File: src/design/crwh_pkg.sv
// ---------------------------------------------------------------------------
// crwh_pkg
// Shared types, constants and the per-stage mixing function of the
// counter random word hash.
// ---------------------------------------------------------------------------
`default_nettype none

package crwh_pkg;

  localparam int unsigned WORD_W   = 32;
  localparam int unsigned KEY_W    = 64;
  localparam int unsigned CNT_W    = 64;
  localparam int unsigned FRAC_W   = 24;
  localparam int unsigned S_DATA_W = 192;
  localparam int unsigned M_DATA_W = 56;
  localparam int unsigned APB_AW   = 4;
  localparam int unsigned APB_DW   = 64;

  localparam logic [WORD_W-1:0] LCG_MUL = 32'd1664525;
  localparam logic [WORD_W-1:0] LCG_ADD = 32'd1013904223;
  localparam int unsigned       XSH     = 16;

  localparam int unsigned ROUND_STAGES = 7;

  // register select, taken from paddr[3]
  typedef enum logic {
    REG_KEY_LOW  = 1'b0,
    REG_KEY_HIGH = 1'b1
  } reg_sel_t;

  typedef enum logic [2:0] {
    ST_LCG = 3'd0,
    ST_MX1 = 3'd1,
    ST_MY1 = 3'd2,
    ST_MZ1 = 3'd3,
    ST_MX2 = 3'd4,
    ST_MY2 = 3'd5,
    ST_MZ2 = 3'd6
  } stage_t;

  typedef struct packed {
    logic [WORD_W-1:0] x;
    logic [WORD_W-1:0] y;
    logic [WORD_W-1:0] z;
    logic [WORD_W-1:0] fold;
  } hash_t;

  function automatic logic [WORD_W-1:0] xsh(input logic [WORD_W-1:0] v);
    xsh = v ^ (v >> XSH);
  endfunction

  // One pipeline stage of a pcg3d round. The last stage folds the carried
  // word into x and clears it, so a second round sees no fold.
  function automatic hash_t mix_stage(input stage_t st, input hash_t h);
    hash_t r;
    r = h;
    case (st)
      ST_LCG: begin
        r.x = h.x * LCG_MUL + LCG_ADD;
        r.y = h.y * LCG_MUL + LCG_ADD;
        r.z = h.z * LCG_MUL + LCG_ADD;
      end
      ST_MX1, ST_MX2: r.x = h.x + h.y * h.z;
      ST_MY1, ST_MY2: r.y = h.y + h.z * h.x;
      ST_MZ1: begin
        r.z = h.z + h.x * h.y;
        r.x = xsh(h.x);
        r.y = xsh(h.y);
        r.z = xsh(r.z);
      end
      ST_MZ2: begin
        r.z    = h.z + h.x * h.y;
        r.x    = h.x ^ h.fold;
        r.fold = '0;
      end
      default: r = h;
    endcase
    mix_stage = r;
  endfunction

endpackage

`default_nettype wire

File: src/design/crwh_keys.sv
// ---------------------------------------------------------------------------
// crwh_keys
// APB register file holding the 128-bit generator key.
// ---------------------------------------------------------------------------
`default_nettype none

module crwh_keys (
  input  wire logic                          clk,
  input  wire logic                          rst,
  input  wire logic                          psel,
  input  wire logic                          penable,
  input  wire logic                          pwrite,
  input  wire logic [crwh_pkg::APB_AW-1:0]   paddr,
  input  wire logic [crwh_pkg::APB_DW-1:0]   pwdata,
  output logic      [crwh_pkg::APB_DW-1:0]   prdata,
  output logic                               pready,
  output logic      [crwh_pkg::KEY_W-1:0]    key_low,
  output logic      [crwh_pkg::KEY_W-1:0]    key_high
);
  import crwh_pkg::*;

  reg_sel_t sel;
  logic     wr;

  assign sel    = reg_sel_t'(paddr[3]);
  assign pready = 1'b1;
  assign wr     = psel && penable && pwrite && pready;

  always_ff @(posedge clk) begin
    if (rst) begin
      key_low  <= '0;
      key_high <= '0;
    end else if (wr) begin
      unique case (sel)
        REG_KEY_LOW:  key_low  <= pwdata;
        REG_KEY_HIGH: key_high <= pwdata;
        default: ;
      endcase
    end
  end

  always_comb begin
    unique case (sel)
      REG_KEY_LOW:  prdata = key_low;
      REG_KEY_HIGH: prdata = key_high;
      default:      prdata = '0;
    endcase
  end

  // low address bits are not decoded
  logic unused_addr;
  assign unused_addr = ^paddr[2:0];

endmodule

`default_nettype wire

File: config.mk
export PLATFORM = sky130hd
export DESIGN_NAME = crwh_keys
export DESIGN_NICKNAME = d
export VERILOG_FILES = /design/src/design/crwh_pkg.sv /design/src/design/crwh_keys.sv
export SDC_FILE = /design/constraint.sdc
export NUM_CORES = 1
export LEC_CHECK = 0
export BUFFER_PORTS_ARGS = -buffer_cell sky130_fd_sc_hd__clkbuf_2
export CAP_MARGIN = 30
export CELL_PAD_IN_SITES_DETAIL_PLACEMENT = 1
export CELL_PAD_IN_SITES_GLOBAL_PLACEMENT = 2
export CORE_ASPECT_RATIO = 0.9
export CORE_MARGIN = 3
export CORE_UTILIZATION = 28
export DETAILED_ROUTE_END_ITERATION = 8
export PLACE_DENSITY = 0.81
export SYNTH_ARGS = -nofsm -noshare
export SYNTH_HDL_FRONTEND = slang
export SYNTH_SLANG_ARGS = --single-unit
export TNS_END_PERCENT = 5
File: constraint.sdc
create_clock -name clk -period 1.6 [get_ports clk]
set_clock_uncertainty 0.1 [all_clocks]
set_input_delay 0.32 -clock clk [delete_from_list [all_inputs] [get_ports clk]]
set_output_delay 0.32 -clock clk [all_outputs]
set_load 0.1 [all_outputs]
== After elaboration in Yosys (flattened, before gate mapping) ==
Index checks and enable logic that the tools add are counted.
Widths: inputs -> output; s select.
Word-level totals
  flip-flop bits (word level): 128
  input port bits: 73
  output and inout bits: 193
  word-level logic and storage cells: 8
Cells by class
  multiplexer cells: 1
  bitwise gates (word level): 1
  reductions and logical operators: 4
Operators with widths (count)
  $pmux 64 s2: 1
  $reduce_and 2->1: 2
  $logic_and 1x1->1: 2
  $not 1->1: 1

== Depth between registers and ports, before layout ==
  depth after elaboration: 3
  gate-level depth with buffers: 5
  depth with buffers taken out: 2

== Least setup slack after synthesis ==
OpenSTA, ideal clock, no wires.
  kind: reg2out
  start point: reg key_high[0] (netlist bit)
  end point: out prdata[0] (netlist bit)
  arrival time: 1605 ps
  required time: 1180 ps
  setup slack: -425 ps
  cell stages (with the launch flop): 2
  path buffers: 0
  path through: dfxtp_1 > mux2_2
Between the ends
  cells in the longest elaborated chain, start to end: 1
Ends and longest elaborated chain
  start, declared: RTL line crwh_keys.sv:18  | output logic [crwh_pkg::KEY_W-1:0] key_high
  start signal, assigned: RTL line crwh_keys.sv:36  | REG_KEY_HIGH: key_high <= pwdata;
  $pmux 64 s2: RTL line crwh_keys.sv:43  | unique case (sel)
  end, declared: RTL line crwh_keys.sv:15  | output logic [crwh_pkg::APB_DW-1:0] prdata,
Every way passes these cells.

== Worst setup path after layout ==
  start point: reg key_low[14] (netlist bit)
  end point: out prdata[14] (netlist bit)
Between the ends
  cells in the longest elaborated chain, start to end: 1
Ends and longest elaborated chain
  start, declared: RTL line crwh_keys.sv:17  | output logic [crwh_pkg::KEY_W-1:0] key_low,
  start signal, assigned: RTL line crwh_keys.sv:35  | REG_KEY_LOW: key_low <= pwdata;
  $pmux 64 s2: RTL line crwh_keys.sv:43
Every way passes these cells.

==> key figures <==
Synthesis
  • Mean post-synth cell area: 10.7 sq um
  • Post-synthesis sequential area ratio: 42.6%
  • Multiplexer share of the synthesized area: 33.3%
  • Post-synth top area cell: dfxtp_1
  • Ys flop type: dfxtp_1
  • Post-Synthesis Cells: 560
  • Ys Warns: 0
  • Post-Syn Nets: 633
  • Cell variety after synth: 13
  • Largest family of logic cells by synthesized area: multiplexers
  • Number of flops mapped to enable cells by yosys: 0
  • Synth top cells by count: nand2b_1, dfxtp_1, mux2i_1
  • Count leader, synth: nand2b_1
  • Flops & latches, synth: 128
  • Ys async rst share: 0%
  • Complex-gate fraction of the synthesized area: 0%
  • Synth area leaders: dfxtp_1, mux2i_1, nand2b_1
  • XOR/XNOR Fraction of Synth Area: 0%
  • Mapped Area: 0.00601 sq mm
  • Simple-Gate Fraction of Synth Area: 20.5%
  • Adder-Cell Fraction of Synth Area: 0%
  • Share of the synthesized area in the top cell type: 42.6%

Run status
  • Status: finished with violations
  • Violated checks: setup timing

Global routing
  • First-pass GRT wire length: 30.4 mm
  • Total track usage: 16.3%
  • Remaining global-route overflow: 0
  • Largest net degree at the start of global routing: 106
  • Vias in the first global route: 5,414
  • Initial antenna violation count: 0

Cells and area
  • Share of cells above drive strength 1: 58.6%
  • Area grow syn2layout: 68.2%
  • Layout Cells excl Fill: 1,119
  • Final net count: 894
  • Design area: 0.0101 sq mm
  • # diodes: 0

Detailed routing
  • Met3 wire length: 1.20 mm
  • WL met2: 9.40 mm
  • Antenna-violating nets left: 0
  • DRT iter0 DRCs: 145
  • Via-to-Cell Ratio: 4.45
  • Routed len/inst: 17.2 um
  • M1 wire length: 8.46 mm
  • Drt drc: 0
  • Highest metal used: met4
  • WL final: 19.2 mm
  • Total number of vias: 4,980
  • Drt first pass iters: 4

Clock network
  • Root Buffer: clkbuf_16
  • Hold-fix buffers, CTS: 0
  • Total CTS buffers: 17
  • Clock net sink count: 128
  • CTS max path bufs: 2
  • H-tree levels: 4
  • Clk Latency, worst-skew pair: 0.41 ns
  • Clock-pin slew on the worst setup and hold paths: 0.06 ns
  • CTS tree: built

Timing
  • Final WS setup: -0.0365 ns
  • Fmax: 611 MHz
  • Setup-failing EPs final: 62
  • Count of pins over their slew limit: 0
  • Final Hold Viols: 0
  • RSZ-0062 raised after global routing: true
  • Tmin final: 1.64 ns
  • Final period utilization: 102%

Pwr
  • Leakage power: 4.67 nW
  • Worst vdd ir: 0.667 mV
  • Pwr dens: 899 mW/mm^2

Setup path
  • Crit end category: output pin
  • Kind of critical path: reg2out
  • CP max FO: 2
  • WP data arrival: 1.22 ns
  • R2R setup slack: 0.77 ns
  • Worst EP required: 1.18 ns
  • Crit path launch type: flip-flop

Die
  • DIE WIDTH: 160 um
  • Die area: 0.0233 sq mm
  • Die Y-Extent: 145 um
  • Row cnt: 50
  • I/O Pins: 266
  • Core Box Area: 0.0210 sq mm
  • Initial core utilization: 28.7%

Placed design
  • GP Congestion: 0.698
  • Port buffer count: 261
  • DP Area: 0.00898 sq mm
  • DP Worst Slack: -0.111 ns
  • Hpwl dp: 13.2 mm
  • Post-Place Cells: 1,078

Flow run
  • Max_cap viols: 0

Worst hold path
  • Worst hold-check path type: in2reg
==> worst max-delay path, cell delays in order (launching register included) <==
cell and delay (ns):
dfxtp_2 0.33, mux2_4 0.30, buf_12 0.17
==> final cells by class <==
cell class,instances,area [sq um]
clock buffer,19,453
sequential,128,2700
tap,286,358
fill,2219,10800
multi-input combinational,389,3480
clock inverter,12,160
timing repair buffer,285,2960
==> cells by family (layout without fill, tap and decap cells) <==
kind of cell	count (synthesis)	count (layout)
flip-flops	128	128
buffers and inverters	43	316
AND/OR/NAND/NOR	196	196
other	1	1
multiplexers	192	192
==> routing by layer <==
| layer | vias to the layer above | track usage, % |
|---|---|---|
| li1 | 2387 | - |
| met1 | 2415 | 20.2 |
| met2 | 164 | 27.5 |
| met3 | 14 | 4.91 |
| met4 | 0 | 4.03 |
| met5 | - | 0 |
==> metrics by stage <==
step	TNS, ns	hold WS, ns	utilization, %	power (W)
after detailed placement	-4.47	0.385	42.8	0.00506
after CTS	-2.24	0.0468	48.0	0.00920
after global routing	-3.37	0.0741	48.3	0.00945
after global placement	-2.81	0.370	42.8	0.00504
final	-0.678	0.0630	48.3	0.00910
after floorplan	-26.33	0.388	-	0.00456
==> flip-flops by register name (all words and copies together), names as in the netlist <==
register / cells
key_high: 64
key_low: 64
==> worst paths after layout <==
check                                                  to                      from  cells after the start
worst max-delay path                           prdata[14]  key_low[14]$_SDFFE_PP0P_                      2
worst min-delay path            key_high[17]$_SDFFE_PP0P_                pwdata[17]                      3
worst max register to register   key_low[41]$_SDFFE_PP0P_  key_low[41]$_SDFFE_PP0P_                      3
worst min register to register   key_low[52]$_SDFFE_PP0P_  key_low[52]$_SDFFE_PP0P_                      2
==> placed cells by master (no fill, tap or decap) <==
cell type and count:
buf_6 3, bufinv_16 3, clkbuf_16 17, dfxtp_2 107, and4_1 1, and4b_4 1
mux2i_1 128, clkinv_2 1, nand4_1 1, nand4b_1 1, clkinvlp_4 4, dfxtp_1 21
mux2_4 64, clkbuf_8 2, conb_1 1, buf_4 139, clkinv_4 3, clkbuf_2 67
buf_12 72, nand2b_1 192, inv_6 1, buf_16 4
==> power by group <==
| group | switching [W] | leakage, nW | internal [W] |
|---|---|---|---|
| clock network | 0.00148 | 0.288 | 0.00253 |
| logic | 0.00115 | 3.29 | 0.000592 |
| registers | 0.0000663 | 1.09 | 0.00327 |
==> what timing repair did <==
item | 4_1_cts | 5_1_grt
hold endpoints to repair | 0 | 0
cloned | 3 | 0
setup buffers | 5 | 2
endpoints found under the setup margin | 64 | 68
gates resized for setup | 154 | 20
Power figures use the tool's default switching activity.
